### src/design/rcnt_pkg.sv
// Shared constants, codes and types of the four-channel counter/timer unit.
`timescale 1ns / 1ps

package rcnt_pkg;

  localparam int CHANNELS  = 4;
  localparam int CH_W      = $clog2(CHANNELS);
  localparam int STEP_BIAS = 2;

  localparam int CNT_W  = 16;
  localparam int MODE_W = 10;
  localparam int RATE_W = 20;
  localparam int OP_W   = 3;

  localparam int S_TDATA_W = 16;
  localparam int S_TUSER_W = 8;
  localparam int M_TDATA_W = 24;
  localparam int IRQ_LSB   = CNT_W;
  localparam int IRQ_MSB   = CNT_W + CHANNELS - 1;

  localparam logic [OP_W-1:0] OP_TICK      = 3'd0;
  localparam logic [OP_W-1:0] OP_WR_COUNT  = 3'd1;
  localparam logic [OP_W-1:0] OP_WR_MODE   = 3'd2;
  localparam logic [OP_W-1:0] OP_WR_TARGET = 3'd3;
  localparam logic [OP_W-1:0] OP_RD_COUNT  = 3'd4;

  localparam logic [CH_W-1:0] CH_DOT   = 2'd0;
  localparam logic [CH_W-1:0] CH_HBL   = 2'd1;
  localparam logic [CH_W-1:0] CH_SYS   = 2'd2;
  localparam logic [CH_W-1:0] CH_VSYNC = 2'd3;

  // Mode register bits.
  localparam int MODE_STOP = 0;
  localparam int MODE_TGT  = 4;
  localparam int MODE_REP  = 6;
  localparam logic [MODE_W-1:0] MODE_IRQ_MASK = 10'h030;
  localparam logic [MODE_W-1:0] MODE_VSYNC    = 10'h058;
  localparam logic [1:0] CLK_SEL_DIV  = 2'b01;
  localparam logic [1:0] CLK_SEL_SYS8 = 2'b10;
  localparam int RATE_SYS8 = 8;

  localparam longint RATE3_RST = 564480;
  localparam longint DIV_LINE  = 262;
  localparam longint DIV_PIX   = 386 * 262;

  // Exact reciprocal constants for quotients of RATE_W-bit values.
  localparam int     LINE_SH = RATE_W + $clog2(DIV_LINE);
  localparam int     PIX_SH  = RATE_W + $clog2(DIV_PIX);
  localparam longint LINE_M  = ((64'd1 << LINE_SH) + DIV_LINE - 1) / DIV_LINE;
  localparam longint PIX_M   = ((64'd1 << PIX_SH) + DIV_PIX - 1) / DIV_PIX;
  localparam int     RECIP_W = RATE_W + 2;
  localparam int     RPROD_W = RATE_W + RECIP_W;
  localparam int LINE_Q_W = $clog2(((64'd1 << RATE_W) - 1) / DIV_LINE + 1);
  localparam int PIX_Q_W  = $clog2(((64'd1 << RATE_W) - 1) / DIV_PIX + 1);

  localparam int     PROD_W  = CNT_W + RATE_W;
  localparam int     TICKS_W =
    $clog2((((64'd1 << CNT_W) - 1) * ((64'd1 << RATE_W) - 1)) / STEP_BIAS + 1);
  localparam longint TICKS_RST_IDLE  = ((64'd1 << CNT_W) - 1) / STEP_BIAS;
  localparam longint TICKS_RST_VSYNC = RATE3_RST / STEP_BIAS;

  typedef struct packed {
    logic                tick;
    logic                wr_count;
    logic                wr_mode;
    logic                wr_target;
    logic                cfg_wr;
    logic [CNT_W-1:0]    value;
    logic [RATE_W-1:0]   cfg_rate;
    logic [LINE_Q_W-1:0] div_line;
    logic [PIX_Q_W-1:0]  div_pix;
  } chan_ctrl_t;

endpackage

### src/design/rcnt_rate_div.sv
// Derived pixel and line clock rates, taken from the vsync rate as it is written.
`timescale 1ns / 1ps

module rcnt_rate_div (
  input  logic                         clk,
  input  logic                         rst,
  input  logic                         cfg_wr_en,
  input  logic [rcnt_pkg::RATE_W-1:0]  cfg_wr_data,
  output logic [rcnt_pkg::LINE_Q_W-1:0] div_line,
  output logic [rcnt_pkg::PIX_Q_W-1:0]  div_pix
);

  logic [rcnt_pkg::RPROD_W-1:0]  line_prod;
  logic [rcnt_pkg::RPROD_W-1:0]  pix_prod;
  logic [rcnt_pkg::LINE_Q_W-1:0] line_q;
  logic [rcnt_pkg::PIX_Q_W-1:0]  pix_q;

  assign line_prod = rcnt_pkg::RPROD_W'(cfg_wr_data) *
                     rcnt_pkg::RPROD_W'(rcnt_pkg::LINE_M);
  assign pix_prod  = rcnt_pkg::RPROD_W'(cfg_wr_data) *
                     rcnt_pkg::RPROD_W'(rcnt_pkg::PIX_M);
  assign line_q = rcnt_pkg::LINE_Q_W'(line_prod >> rcnt_pkg::LINE_SH);
  assign pix_q  = rcnt_pkg::PIX_Q_W'(pix_prod >> rcnt_pkg::PIX_SH);

  // A quotient of zero is held at one.
  always_ff @(posedge clk) begin
    if (rst) begin
      div_line <= rcnt_pkg::LINE_Q_W'(rcnt_pkg::RATE3_RST / rcnt_pkg::DIV_LINE);
      div_pix  <= rcnt_pkg::PIX_Q_W'(rcnt_pkg::RATE3_RST / rcnt_pkg::DIV_PIX);
    end else if (cfg_wr_en) begin
      div_line <= (line_q == '0) ? rcnt_pkg::LINE_Q_W'(1) : line_q;
      div_pix  <= (pix_q == '0) ? rcnt_pkg::PIX_Q_W'(1) : pix_q;
    end
  end

endmodule

### config.mk
export PLATFORM = sky130hd
export DESIGN_NAME = rcnt_rate_div
export DESIGN_NICKNAME = d
export VERILOG_FILES = /design/src/design/rcnt_pkg.sv /design/src/design/rcnt_rate_div.sv
export SDC_FILE = /design/constraint.sdc
export NUM_CORES = 1
export LEC_CHECK = 0
export BUFFER_PORTS_ARGS = -buffer_cell sky130_fd_sc_hd__buf_2
export CORE_ASPECT_RATIO = 1.4
export CORE_UTILIZATION = 55
export DETAILED_ROUTE_END_ITERATION = 6
export MAX_ROUTING_LAYER = met4
export PLACE_DENSITY = 0.81
export SETUP_SLACK_MARGIN = 0.4
export SLEW_MARGIN = 5
export SYNTH_ARGS = -nofsm -noshare
export SYNTH_HDL_FRONTEND = slang
export SYNTH_SLANG_ARGS = --single-unit
export TNS_END_PERCENT = 20
### constraint.sdc
create_clock -name clk -period 6.31 [get_ports clk]
set_clock_uncertainty 0.1 [all_clocks]
set_input_delay 1.262 -clock clk [delete_from_list [all_inputs] [get_ports clk]]
set_output_delay 1.262 -clock clk [all_outputs]
set_load 0.02 [all_outputs]
==> summary.md <==
| Metric | Value |
|---|---|
| Synth-to-Final Area Change | `24.0%` |
| GR Layer Usage met1 | `0.322` |
| Seq/Total Area, Yosys | `0.0215` |
| TritonRoute pass-1 iters | `5` |
| Async S/R FF share, synth | `0` |
| Largest net degree at the start of global routing | `18` |
| Sink Count | `16` |
| Post-synthesis cell type count | `56` |
| Final period utilization | `1.10` |
| Max_cap viols | `0` |
| TritonCTS clock tree | `done` |
| DP Worst Slack | `-1.15 ns` |
| Synth top area cells | `fa_1, ha_1, inv_1` |
| DRC | `0` |
| Initial DRC count | `508` |
| Register area | `320 sq um` |
| Cell Area, Synth | `14900 sq um` |
| CP endpoint kind | `flip-flop` |
| Layout cells sized above 1 | `0.238` |
| Placed cell count | `between 2000 and 2500` |
| I/O pin cnt | `39` |
| Initial antenna violation count | `3` |
| Met2 GRT Util | `0.630` |
| Worst min path class | `reg -> reg` |
| Maximum clock path buffer count | `2` |
| Area of the multi-input gates | `13400 sq um` |
| Most common cell after layout, fill and taps aside | `inv_1` |
| Core Area | `26400 sq um` |
| Drt via density | `5.45` |
| EDFF count, synth | `0` |
| Clock Latency Late Sink | `~0.26 ns` |
| Final Net Count | `approximately 2500` |
| CP Data Arrival Time | `6.99 ns` |
| CP Launch Type | `primary input` |
| Global routing met3 resource utilization | `0.0287` |
| Max_slew headroom | `0.586` |
| Synth warnings | `0` |
| Crit Path Max Fanout | `5` |
| Worst Max-Slew Pin Slew | `0.605 ns` |
| Seq cells post-synth | `16` |
| Outcome | `finished with violations` |
| First-pass GRT wire length | `between 60000 and 70000 microns` |
| Filler cells | `1863` |
| Die width | `roughly 140 microns` |
| GRT busiest layer | `met2` |
| DRT Wirelength | `between 40000 and 50000 microns` |
| CTS root buf | `clkbuf_16` |
| DR vias | `12000` |
| GPL Wtd Cong | `between 0.9 and 1` |
| Vias in the first global route | `14019` |
| Worst EP required | `6.37 ns` |
| Die Span Y | `just under 200 microns` |
| Hold buffer count at CTS | `0` |
| Finished Layout Cells | `2200` |
| HPWL Detailed | `37900 microns` |
| Row Count | `70` |
| Count of input and output buffers | `38` |
| Mean Syn Cell Area | `~9.7 sq um` |
| Die footprint | `about 28000 sq um` |
| Cell accounting for the most synthesized area | `fa_1` |
| Most frequent cells in the layout | `inv_1, ha_1, fa_1` |
| Antenna-violating nets left | `0` |
| Total gr overflow | `0` |
| TritonCTS buffer count | `3` |
| Wire length per cell | `19.2 microns` |
| Maximum clock rate | `0.144 GHz` |
| Crit path kind | `in -> reg` |
| Clk slew on worst S/H paths | `0.06 ns` |
| Fin. max-slew vios | `0` |
| Hold Vio Cnt, Final | `0` |
| Crit path time final | `6.93 ns` |
| Cells after Synth | `1530` |
| Violated checks | `negative setup slack` |
| Reg-to-reg slack, setup | `5.26 ns` |
| Post-synth top area share | `0.403` |
| Setup slack after layout | `-0.623 ns` |
| Ys flop type | `dfxtp_1` |
| Mapped Nets | `2211` |
| Starting Density | `0.564` |
| RSZ-0062 raised after global routing | `yes` |
| H-tree levels | `1` |
| All-Layer GR Usage | `0.336` |
| Setup Viol. Count Final | `16` |
[cells in the mapped netlist, types with 7 or more instances]
cell type	n
xor2_1	9
nand4_1	14
ha_1	359
o21a_1	7
a211oi_1	10
nand3_1	18
a211o_1	7
o31ai_1	7
a21oi_1	51
nor3_1	10
a21o_1	22
o21ai_0	20
dfxtp_1	16
nand2_1	43
o21ai_1	8
nor2_1	37
inv_1	488
xnor2_1	14
fa_1	299
[flip-flops by register name (all words and copies together), names as in the netlist]
signal,count
div_line,12
div_pix,4
[kinds of logic after synthesis]
| logic type | Yosys count | synth area share |
|---|---|---|
| AOI/OAI and AO/OA | 175 | 0.0797 |
| and+or+nand+nor | 156 | 0.0510 |
| buffers and inverters | 497 | 0.126 |
| muxes | 5 | 0.00337 |
| DFF | 16 | 0.0215 |
| xor gates and xnor gates | 23 | 0.0135 |
| adders and majority gates | 658 | 0.705 |
[stage by stage]
| step | TNS [ns] | util | hold WS [ns] | area (sq um) |
|---|---|---|---|---|
| floorplan | -1.20 | - | 0.455 | 15000 |
| global placement | -12.80 | 0.666 | 0.344 | 17500 |
| detailed placement | -13.60 | 0.666 | 0.355 | 17500 |
| CTS | -6.62 | 0.689 | 0.371 | 18200 |
| global route | -9.53 | 0.700 | 0.388 | 18400 |
| finish | -6.67 | 0.700 | 0.371 | 18400 |
[worst paths after layout]
check                               startpoint          end  cells past startpoint
worst min register to register     div_line[1]  div_line[1]                      1
worst max register to register      div_pix[0]   div_pix[0]                      3
worst max-delay path            cfg_wr_data[7]   div_pix[2]                     24
worst min-delay path               div_line[1]  div_line[1]                      1
[repair_timing]
action	CTS	global route
resized for setup	94	56
endpoints found under the hold margin	0	0
endpoints found under the setup margin	16	16
buffers inserted	14	5
pin swaps	48	62
[metal layers]
layer  vias to the layer above  wire length [microns]
li1                       5429                      -
met1                      5974                  14200
met2                       388                  23000
met3                       209                   1530
met4                         0                   3520
met5                         -                      0
[area by class of cell]
| type | instances | share of cell area |
|---|---|---|
| Multi-Input combinational cell | 1017 | 0.724 |
| Timing Repair Buffer | 311 | 0.128 |
| Inverter | 489 | 0.101 |
| Tap cell | 360 | 0.0244 |
| Sequential cell | 16 | 0.0174 |
| Clock buffer | 4 | 0.00482 |
| Antenna cell | 3 | 0.000407 |
[critical path, stage by stage]
cell,delay [ns]
buf_6,0.12
buf_12,0.13
ha_4,0.26
inv_2,0.04
fa_2,0.52
inv_2,0.04
fa_1,0.48
fa_1,0.56
inv_1,0.06
fa_2,0.53
inv_1,0.06
fa_2,0.53
fa_2,0.46
ha_4,0.30
nand4_1,0.16
nor2_1,0.16
a41oi_1,0.13
buf_4,0.18
o31ai_4,0.24
buf_6,0.16
nand2_4,0.05
nor3b_4,0.17
buf_4,0.16
a211o_1,0.21
Power is not shown: default switching activity piles up to over one toggle a cycle in this logic, so the estimate is an artifact.
