### config.mk
export PLATFORM = sky130hd
export DESIGN_NAME = rcnt_channel
export DESIGN_NICKNAME = d
export VERILOG_FILES = /design/src/design/rcnt_pkg.sv /design/src/design/rcnt_channel.sv
export SDC_FILE = /design/constraint.sdc
export NUM_CORES = 1
export LEC_CHECK = 0
export BUFFER_PORTS_ARGS = -buffer_cell sky130_fd_sc_hd__buf_2
export CAP_MARGIN = 20
export CORE_MARGIN = 5
export CORE_UTILIZATION = 60
export CTS_CLUSTER_SIZE = 20
export DETAILED_ROUTE_END_ITERATION = 16
export GPL_ROUTABILITY_DRIVEN = 0
export GPL_TIMING_DRIVEN = 0
export PLACE_DENSITY = 0.83
export SLEW_MARGIN = 20
export SYNTH_ARGS = -nofsm -noshare
export SYNTH_HDL_FRONTEND = slang
export SYNTH_SLANG_ARGS = --single-unit
### constraint.sdc
create_clock -name clk -period 30.6 [get_ports clk]
set_input_delay 4.59 -clock clk [delete_from_list [all_inputs] [get_ports clk]]
set_output_delay 4.59 -clock clk [all_outputs]
set_load 0.05 [all_outputs]
### src/design/rcnt_pkg.sv
// Shared constants, codes and types of the four-channel counter/timer unit.
`timescale 1ns / 1ps

package rcnt_pkg;

  localparam int CHANNELS  = 4;
  localparam int CH_W      = $clog2(CHANNELS);
  localparam int STEP_BIAS = 2;

  localparam int CNT_W  = 16;
  localparam int MODE_W = 10;
  localparam int RATE_W = 20;
  localparam int OP_W   = 3;

  localparam int S_TDATA_W = 16;
  localparam int S_TUSER_W = 8;
  localparam int M_TDATA_W = 24;
  localparam int IRQ_LSB   = CNT_W;
  localparam int IRQ_MSB   = CNT_W + CHANNELS - 1;

  localparam logic [OP_W-1:0] OP_TICK      = 3'd0;
  localparam logic [OP_W-1:0] OP_WR_COUNT  = 3'd1;
  localparam logic [OP_W-1:0] OP_WR_MODE   = 3'd2;
  localparam logic [OP_W-1:0] OP_WR_TARGET = 3'd3;
  localparam logic [OP_W-1:0] OP_RD_COUNT  = 3'd4;

  localparam logic [CH_W-1:0] CH_DOT   = 2'd0;
  localparam logic [CH_W-1:0] CH_HBL   = 2'd1;
  localparam logic [CH_W-1:0] CH_SYS   = 2'd2;
  localparam logic [CH_W-1:0] CH_VSYNC = 2'd3;

  // Mode register bits.
  localparam int MODE_STOP = 0;
  localparam int MODE_TGT  = 4;
  localparam int MODE_REP  = 6;
  localparam logic [MODE_W-1:0] MODE_IRQ_MASK = 10'h030;
  localparam logic [MODE_W-1:0] MODE_VSYNC    = 10'h058;
  localparam logic [1:0] CLK_SEL_DIV  = 2'b01;
  localparam logic [1:0] CLK_SEL_SYS8 = 2'b10;
  localparam int RATE_SYS8 = 8;

  localparam longint RATE3_RST = 564480;
  localparam longint DIV_LINE  = 262;
  localparam longint DIV_PIX   = 386 * 262;

  // Exact reciprocal constants for quotients of RATE_W-bit values.
  localparam int     LINE_SH = RATE_W + $clog2(DIV_LINE);
  localparam int     PIX_SH  = RATE_W + $clog2(DIV_PIX);
  localparam longint LINE_M  = ((64'd1 << LINE_SH) + DIV_LINE - 1) / DIV_LINE;
  localparam longint PIX_M   = ((64'd1 << PIX_SH) + DIV_PIX - 1) / DIV_PIX;
  localparam int     RECIP_W = RATE_W + 2;
  localparam int     RPROD_W = RATE_W + RECIP_W;
  localparam int LINE_Q_W = $clog2(((64'd1 << RATE_W) - 1) / DIV_LINE + 1);
  localparam int PIX_Q_W  = $clog2(((64'd1 << RATE_W) - 1) / DIV_PIX + 1);

  localparam int     PROD_W  = CNT_W + RATE_W;
  localparam int     TICKS_W =
    $clog2((((64'd1 << CNT_W) - 1) * ((64'd1 << RATE_W) - 1)) / STEP_BIAS + 1);
  localparam longint TICKS_RST_IDLE  = ((64'd1 << CNT_W) - 1) / STEP_BIAS;
  localparam longint TICKS_RST_VSYNC = RATE3_RST / STEP_BIAS;

  typedef struct packed {
    logic                tick;
    logic                wr_count;
    logic                wr_mode;
    logic                wr_target;
    logic                cfg_wr;
    logic [CNT_W-1:0]    value;
    logic [RATE_W-1:0]   cfg_rate;
    logic [LINE_Q_W-1:0] div_line;
    logic [PIX_Q_W-1:0]  div_pix;
  } chan_ctrl_t;

endpackage

### src/design/rcnt_channel.sv
// One timer channel: prescaler, elapsed units, limit countdown and restart logic.
`timescale 1ns / 1ps

module rcnt_channel (
  input  logic                       clk,
  input  logic                       rst,
  input  logic [rcnt_pkg::CH_W-1:0]  id,
  input  rcnt_pkg::chan_ctrl_t       ctrl,
  output logic [rcnt_pkg::CNT_W-1:0] count_val,
  output logic                       fire
);

  logic [rcnt_pkg::CNT_W-1:0]   base;
  logic [rcnt_pkg::CNT_W-1:0]   base_next;
  logic [rcnt_pkg::RATE_W-1:0]  prescale;
  logic [rcnt_pkg::RATE_W-1:0]  prescale_next;
  logic [rcnt_pkg::CNT_W-1:0]   elapsed;
  logic [rcnt_pkg::CNT_W-1:0]   elapsed_next;
  logic [rcnt_pkg::TICKS_W-1:0] ticks_left;
  logic [rcnt_pkg::TICKS_W-1:0] ticks_left_next;
  logic                         armed;
  logic                         armed_next;
  logic [rcnt_pkg::MODE_W-1:0]  mode;
  logic [rcnt_pkg::MODE_W-1:0]  mode_next;
  logic [rcnt_pkg::CNT_W-1:0]   target;
  logic [rcnt_pkg::CNT_W-1:0]   target_next;
  logic [rcnt_pkg::RATE_W-1:0]  rate;
  logic [rcnt_pkg::RATE_W-1:0]  rate_next;

  logic [rcnt_pkg::RATE_W:0]    prescale_inc;
  logic [rcnt_pkg::RATE_W-1:0]  mode_rate;
  logic [1:0]                   clk_sel;
  logic                         restart;
  logic                         keep_arm;
  logic                         arm_rule;
  logic [rcnt_pkg::CNT_W-1:0]   limit;
  logic [rcnt_pkg::CNT_W-1:0]   span;
  logic [rcnt_pkg::PROD_W-1:0]  prod;
  logic [rcnt_pkg::TICKS_W-1:0] restart_ticks;

  assign clk_sel = ctrl.value[9:8];

  always_comb begin
    unique case (id)
      rcnt_pkg::CH_DOT: begin
        mode_rate = (clk_sel == rcnt_pkg::CLK_SEL_DIV) ?
                    rcnt_pkg::RATE_W'(ctrl.div_pix) : rcnt_pkg::RATE_W'(1);
      end
      rcnt_pkg::CH_HBL: begin
        mode_rate = (clk_sel == rcnt_pkg::CLK_SEL_DIV) ?
                    rcnt_pkg::RATE_W'(ctrl.div_line) : rcnt_pkg::RATE_W'(1);
      end
      rcnt_pkg::CH_SYS: begin
        mode_rate = (clk_sel == rcnt_pkg::CLK_SEL_SYS8) ?
                    rcnt_pkg::RATE_W'(rcnt_pkg::RATE_SYS8) : rcnt_pkg::RATE_W'(1);
      end
      default: begin
        mode_rate = rate;
      end
    endcase
  end

  assign prescale_inc = {1'b0, prescale} + (rcnt_pkg::RATE_W + 1)'(1);
  assign fire = ctrl.tick && armed && (ticks_left <= rcnt_pkg::TICKS_W'(1));

  always_comb begin
    base_next     = base;
    mode_next     = mode;
    target_next   = target;
    rate_next     = rate;
    prescale_next = prescale;
    elapsed_next  = elapsed;
    restart       = 1'b0;
    keep_arm      = 1'b1;

    if (ctrl.tick) begin
      if (prescale_inc >= {1'b0, rate}) begin
        prescale_next = '0;
        elapsed_next  = elapsed + rcnt_pkg::CNT_W'(1);
      end else begin
        prescale_next = prescale_inc[rcnt_pkg::RATE_W-1:0];
      end
      if (fire) begin
        base_next = '0;
        restart   = 1'b1;
        keep_arm  = mode[rcnt_pkg::MODE_REP];
      end
    end

    priority if (ctrl.wr_count) begin
      base_next = ctrl.value;
      restart   = 1'b1;
    end else if (ctrl.wr_mode) begin
      mode_next = ctrl.value[rcnt_pkg::MODE_W-1:0];
      base_next = '0;
      rate_next = mode_rate;
      restart   = 1'b1;
    end else if (ctrl.wr_target) begin
      target_next = ctrl.value;
      restart     = 1'b1;
    end else begin
    end

    if (ctrl.cfg_wr && (id == rcnt_pkg::CH_VSYNC)) begin
      rate_next = ctrl.cfg_rate;
    end

    if (restart) begin
      prescale_next = '0;
      elapsed_next  = '0;
    end
  end

  assign limit = mode_next[rcnt_pkg::MODE_TGT] ? target_next : '1;
  assign span  = limit - base_next;
  assign prod  = rcnt_pkg::PROD_W'(span) * rcnt_pkg::PROD_W'(rate_next);
  assign restart_ticks = rcnt_pkg::TICKS_W'(prod / rcnt_pkg::STEP_BIAS);
  assign arm_rule = (!mode_next[rcnt_pkg::MODE_STOP] || (id != rcnt_pkg::CH_SYS)) &&
                    ((mode_next & rcnt_pkg::MODE_IRQ_MASK) != '0);

  always_comb begin
    if (restart) begin
      ticks_left_next = restart_ticks;
      armed_next      = arm_rule && keep_arm;
    end else begin
      ticks_left_next = (ctrl.tick && armed) ?
                        ticks_left - rcnt_pkg::TICKS_W'(1) : ticks_left;
      armed_next      = armed;
    end
  end

  always_ff @(posedge clk) begin
    if (rst) begin
      base     <= '0;
      prescale <= '0;
      elapsed  <= '0;
      if (id == rcnt_pkg::CH_VSYNC) begin
        mode       <= rcnt_pkg::MODE_VSYNC;
        target     <= rcnt_pkg::CNT_W'(1);
        rate       <= rcnt_pkg::RATE_W'(rcnt_pkg::RATE3_RST);
        ticks_left <= rcnt_pkg::TICKS_W'(rcnt_pkg::TICKS_RST_VSYNC);
        armed      <= 1'b1;
      end else begin
        mode       <= '0;
        target     <= '0;
        rate       <= rcnt_pkg::RATE_W'(1);
        ticks_left <= rcnt_pkg::TICKS_W'(rcnt_pkg::TICKS_RST_IDLE);
        armed      <= 1'b0;
      end
    end else begin
      base       <= base_next;
      prescale   <= prescale_next;
      elapsed    <= elapsed_next;
      mode       <= mode_next;
      target     <= target_next;
      rate       <= rate_next;
      ticks_left <= ticks_left_next;
      armed      <= armed_next;
    end
  end

  assign count_val = rcnt_pkg::CNT_W'(base + rcnt_pkg::CNT_W'(rcnt_pkg::STEP_BIAS) * elapsed);

endmodule

==> metrics.txt, run 1 <==
number of buffer cells added on primary ports=75; synthesized-area fraction occupied by ao, oa, aoi and oai cells=0.107; most frequent cells in the layout=sky130_fd_sc_hd__inv_1 (351), sky130_fd_sc_hd__nand2_1 (267), sky130_fd_sc_hd__fa_1 (252), sky130_fd_sc_hd__nor2_1 (215), sky130_fd_sc_hd__ha_1 (161); Worst setup startpoint=ctrl[55]; global-route wire length before repair=94100 µm; endpoints failing hold=0; GR Overflow Total=0; async set-or-reset flop fraction in the synthesized netlist=0; min cycle time layout=between 15 and 20 ns; number of max-slew violations in the final report=0; ratio of routed vias to standard cells=6.23; setup repair after global routing missed its margin=no; Avg Inst Size Synth=about 8.3 µm²; EDFF count, synth=37; sequential fraction of the synthesis area=0.153; pin count of the biggest net entering global routing=30; cell repeated most along the worst path=sky130_fd_sc_hd__fa_1; number of placed I/O pins=78; total global-route track usage=0.337; number of levels in the clock H-tree=4; worst setup path endpoint=ticks_left[34]; area inside the core boundary=roughly 31000 µm²; largest family of logic cells by synthesized area=adder cells; delay of the slowest critical-path stage=0.81 ns; Final period util=0.509; initial core utilization=0.606; nets=2851; post-synthesis sequential element count=127; number of inserted diodes=0; Post-CTS Setup Bufs=0; Max Clock Freq=64.2 MHz; initial antenna violation count=0; post-synthesis cell type count=71; XOR/XNOR share of the synthesized area=0.0447; number of global-route vias before repair=17614; post-cts resize count=0; layout cell share with drive strength beyond 1=0.0628; cells after synthesis=2280; clock sink count=127; worst relative slew slack=0.195; width of the chip=188 µm; initial DRC count=2097; setup slack on the worst flop-to-flop path=between 15 and 20 ns; post-synthesis net count=2754; total of fill cells in the finished design=2517; buffers and inverters on the worst path=5; startpoint types=primary input; CTS tree=built; Crit. path cell count=32; total wire length=59300 µm; HPWL reported at the end of detailed placement=a little under 50000 µm; Clock Pin Slew Worst Setup and Hold Paths=0.06 ns; Clk Latency, worst-skew pair=around 0.44 ns; Syn-to-layout area delta=8.10%; Most used DFF post-synth=sky130_fd_sc_hd__dfxtp_1; startpoint of the lowest-slack register-to-register path=ticks_left[19]; Max Cap Viol=0; slowest library cell on the worst path=sky130_fd_sc_hd__o41ai_1; number of vias in the routed layout=17404; cell count of the worst reg-to-reg path=34; Worst Setup Path Type=in2reg; number of failing setup endpoints in the final timing report=0; cell type group with the largest total delay on the critical path=adder cells; commonest non-fill, non-tap cell in the layout=sky130_fd_sc_hd__inv_1; Die Outline Area=approximately 35000 µm²; average wire per cell in the routed design=21.2 µm; setup_tns=0 ns; share of cell area taken by muxes after synthesis=0.0295; r2r endpoint=ticks_left[34]; worst endpoint data arrival time=15.72 ns; row count=65; root buf cell=sky130_fd_sc_hd__clkbuf_16; drt pass-1 iters=7; slew at the pin with the worst max-slew slack=~1.2 ns; outcome=finished, final reports clean; Worst EP required=30.74 ns; critical path endpoint category=flip-flop; height of the chip=188 µm; DRC violation count after routing=0; synth warn=0; area share of and/or/nand/nor cells after synthesis=0.203; worst min-delay path category=reg2reg; remaining number of nets flagged by the antenna check after routing=0; arithmetic-cell share of the synthesized area counting full adders, half adders and majority gates=0.371; post-synthesis instance area=between 15000 and 20000 µm²; maximum buffer depth of the clock tree=2; crit-path max FO=10; worst clock skew on the final layout=0.0101 ns; number of buffers created by CTS=17; hold-fix buffer count after cts=0
[layer usage]
layer	part of all wire	GRT usage
met5	0.00046	0
met4	0.068	0.185
met3	0.14	0.101
met2	0.43	0.507
met1	0.37	0.435
[per-stage QoR]
step	worst slack (ns)	instance area (µm²)	util	hold WS [ns]	instances
CTS	15.20	20600	0.655	0.479	2792
global route	14.29	20600	0.655	0.516	2792
detailed placement	14.78	19900	0.635	0.458	2760
floorplan	16.80	19000	-	0.441	2280
global placement	14.85	19900	0.634	0.454	2757
finish	15.02	20600	0.655	0.478	2792
[Yosys cell counts, drive strengths merged (8+ instances only)]
| cell | number | area, µm² |
|---|---|---|
| fa | 252 | 5040 |
| o31ai | 8 | 60.1 |
| a21boi | 14 | 105 |
| and3 | 31 | 194 |
| mux2i | 56 | 561 |
| a21oi | 93 | 465 |
| a21o | 27 | 203 |
| ha | 161 | 2010 |
| xor2 | 36 | 315 |
| or2 | 13 | 81.3 |
| nor3 | 38 | 200 |
| o211ai | 13 | 97.6 |
| buf | 14 | 68.8 |
| or3 | 42 | 263 |
| nor4 | 9 | 86.3 |
| nor2b | 13 | 81.3 |
| and2 | 28 | 175 |
| edfxtp | 37 | 1110 |
| xnor2 | 61 | 534 |
| inv | 351 | 1320 |
| clkbuf | 96 | 360 |
| nand4 | 27 | 169 |
| nand2b | 45 | 284 |
| dfxtp | 90 | 1800 |
| o21ai | 52 | 260 |
| o22ai | 10 | 62.6 |
| nor2 | 216 | 813 |
| nand3 | 57 | 285 |
| a211oi | 13 | 97.6 |
| a22oi | 20 | 155 |
| o21a | 15 | 113 |
| nand2 | 268 | 1010 |
[worst min path at each step]
stage | from | end | slack (ns) | cells past startpoint
detailed placement | mode[5] | mode[5] | 0.46 | 2
global route | mode[5] | mode[5] | 0.52 | 2
global placement | mode[5] | mode[5] | 0.45 | 2
CTS | mode[5] | mode[5] | 0.48 | 2
finish | mode[5] | mode[5] | 0.48 | 2
floorplan | mode[5] | mode[5] | 0.44 | 2
[worst reg2reg max path: cells and delay by family, from the launching register on]
| kind | cells | cell delay [ns] |
|---|---|---|
| AO/OA/AOI/OAI | 13 | 3.98 |
| adder cells (fa/ha/maj) | 8 | 3.84 |
| AND/OR/NAND/NOR | 7 | 2.35 |
| buffers and inverters | 4 | 0.85 |
| flip-flops | 1 | 0.46 |
| multiplexers | 1 | 0.33 |
| XOR/XNOR | 1 | 0.23 |
[area by class of cell]
class	count	area [µm²]	share of cell area
flip-flops and latches	127	2910	0.142
clock buffers	20	489	0.0238
plain buffers	110	429	0.0209
clock inverters	12	118	0.00572
multi-input cells	1692	14400	0.699
repair buffers	78	410	0.0200
inverters	351	1320	0.0641
well taps	402	503	0.0245
[cells by family (layout without fill, tap and decap cells)]
family,after synthesis,after routing
AND/OR/NAND/NOR,813,813
buffers and inverters,461,571
adder cells (fa/ha/maj),413,413
AO/OA/AOI/OAI,313,313
flip-flops,127,127
XOR/XNOR,97,97
multiplexers,56,56
[registers in the layout, indices dropped and copies added, names as in the netlist]
| register | count |
|---|---|
| mode | 4 |
| armed | 1 |
| rate | 20 |
| elapsed | 15 |
| base | 16 |
| prescale | 20 |
| ticks_left | 35 |
| target | 16 |
Power of run 1 is left out: the tool's default activity adds up to more than one toggle a clock period on the data nets, which glitch-free logic cannot reach.
==> inputs of run 2 (changes only) <==
ABC_AREA = 1   (was not set)
clock period = 14.7 ns   (was 30.6 ns; I/O delays follow)
==> run 2 against run 1 <==
- synthesized cell count is 14% higher
- clock skew rose by 0.0018 ns
- clock-buffer cell count rose by 2
- via count is 4.9% higher
- first-iteration DRC count fell by 23%
- critical endpoint is now ticks_left[32]
- largest cell class unchanged
==> metrics.txt, run 2 <==
outcome=finished, final reports clean; number of inserted diodes=0; top cells by area in the synthesized netlist=sky130_fd_sc_hd__fa_1 (26%), sky130_fd_sc_hd__nand2_1 (11%), sky130_fd_sc_hd__ha_1 (10%); number of max-slew violations in the final report=0; fraction of post-synthesis cell area in the top cell type by area=0.258; Max Cap Viol=0; critical path endpoint category=flip-flop; HPWL reported at the end of detailed placement=46500 µm; global-route wire length before repair=90900 µm; cells after synthesis=2602; min cycle time layout=11.35 ns; cell type group with the largest total delay on the critical path=adder cells; number of global-route vias before repair=18433; Final period util=0.772; worst endpoint data arrival time=11.54 ns; root buf cell=sky130_fd_sc_hd__clkbuf_16; width of the chip=around 190 µm; height of the chip=190 µm; CTS tree=built; Worst EP required=14.89 ns; most numerous cell in the Yosys netlist=sky130_fd_sc_hd__nand2_1; pin count of the biggest net entering global routing=36; maximum buffer depth of the clock tree=2; post-synthesis net count=just over 3000; post-synthesis instance area=between 15000 and 20000 µm²; hold-fix buffer count after cts=0; registers with the most flip-flops=ticks_left (35), prescale (20), rate (20); most frequent cells in the layout=sky130_fd_sc_hd__nand2_1 (547), sky130_fd_sc_hd__inv_1 (476), sky130_fd_sc_hd__nor2_1 (289), sky130_fd_sc_hd__fa_1 (252), sky130_fd_sc_hd__ha_1 (161); worst clock skew on the final layout=0.0119 ns; layout cell share with drive strength beyond 1=0.0845; largest register by flop count=ticks_left; Clk Latency, worst-skew pair=about 0.44 ns; GR Overflow Total=0; worst relative slew slack=0.193; commonest cells in the synthesized netlist=sky130_fd_sc_hd__nand2_1 (548), sky130_fd_sc_hd__inv_1 (476), sky130_fd_sc_hd__nor2_1 (289), sky130_fd_sc_hd__fa_1 (252), sky130_fd_sc_hd__ha_1 (161); row count=66; Max Clock Freq=a little under 90 MHz; clock sink count=between 100 and 150; total global-route track usage=0.314; drt pass-1 iters=9; Post-CTS Setup Bufs=0; Most used DFF post-synth=sky130_fd_sc_hd__dfxtp_1; number of placed I/O pins=78; Syn-to-layout area delta=7.74%; number of buffer cells added on primary ports=75; sequential fraction of the synthesis area=0.149; startpoint types=primary input; EDFF count, synth=37; remaining number of nets flagged by the antenna check after routing=0; Worst Setup Path Type=in2reg; setup repair after global routing missed its margin=no; Avg Inst Size Synth=around 7.5 µm²; synth warn=0; average wire per cell in the routed design=approximately 18 µm; ratio of routed vias to standard cells=5.80; post-cts resize count=0; number of vias in the routed layout=18264; flip-flop count of the largest register after layout=35; total wire length=56100 µm; setup_tns=0 ns; initial antenna violation count=0; area inside the core boundary=32300 µm²; Clock Pin Slew Worst Setup and Hold Paths=0.06 ns; delay of the slowest critical-path stage=slightly above 0.8 ns; slowest library cell on the worst path=sky130_fd_sc_hd__xor2_1; endpoints failing hold=0; DRC violation count after routing=0; number of failing setup endpoints in the final timing report=0; initial DRC count=1624; crit-path max FO=10; area leader, netlist=sky130_fd_sc_hd__fa_1; post-synthesis cell type count=53; buffers and inverters on the worst path=9; worst min-delay path category=reg2reg; post-synthesis sequential element count=127; slew at the pin with the worst max-slew slack=1.21 ns; nets=3170; Die Outline Area=36200 µm²; commonest non-fill, non-tap cell in the layout=sky130_fd_sc_hd__nand2_1; number of buffers created by CTS=17; number of levels in the clock H-tree=4; initial core utilization=0.605; async set-or-reset flop fraction in the synthesized netlist=0
==> run 2: logic make-up after synthesis <==
| group | after synthesis | share of synthesized area |
|---|---|---|
| AOI/OAI and AO/OA | 306 | 0.0915 |
| and+or+nand+nor | 1073 | 0.232 |
| DFF | 127 | 0.149 |
| adders and majority gates | 413 | 0.362 |
| muxes | 15 | 0.00769 |
| buffers and inverters | 571 | 0.114 |
| xor gates and xnor gates | 97 | 0.0435 |
==> run 2: cell type report <==
class / instances / area [µm²]
multi-input cells: 1904 / 14400
clock inverters: 10 / 76.3
plain buffers: 74 / 358
flip-flops and latches: 127 / 2910
fillers: 2623 / 11300
clock buffers: 22 / 495
inverters: 497 / 1870
well taps: 442 / 553
repair buffers: 75 / 375
==> run 2: worst min-delay path: stages, from the launching register on <==
cell and delay, ns:
sky130_fd_sc_hd__dfxtp_1 0.30, sky130_fd_sc_hd__a21oi_1 0.07, sky130_fd_sc_hd__nor2_1 0.07
==> run 2: stage by stage <==
| stage | hold slack (ns) | instances | util | instance area [µm²] | setup slack (ns) |
|---|---|---|---|---|---|
| final | 0.477 | 3151 | 0.651 | 21000 | 3.35 |
| after global routing | 0.509 | 3151 | 0.651 | 21000 | 3.04 |
| after CTS | 0.478 | 3151 | 0.651 | 21000 | 3.59 |
| after detailed placement | 0.465 | 3119 | 0.634 | 20500 | 3.15 |
| after global placement | 0.457 | 3119 | 0.633 | 20400 | 2.95 |
| after floorplan | 0.446 | 2602 | - | 19500 | 4.90 |
==> run 2: final timing paths <==
path	start	end	slack (ns)	cells past startpoint
max	ctrl[56]	ticks_left[32]	3.35	36
min	target[9]	target[9]	0.48	2
max reg2reg	ticks_left[5]	ticks_left[32]	4.59	40
min reg2reg	target[9]	target[9]	0.48	2
==> run 2: layer usage <==
| layer | share of wire | global-route usage | vias up | wire length (µm) |
|---|---|---|---|---|
| met1 | 0.35 | 0.368 | 8571 | 19800 |
| met2 | 0.46 | 0.521 | 1128 | 26000 |
| met5 | 0 | 0 | - | 0 |
| met3 | 0.11 | 0.0769 | 275 | 6070 |
| met4 | 0.075 | 0.191 | 0 | 4200 |
| li1 | - | - | 8290 | - |
Power of run 2 is left out for the same reason.
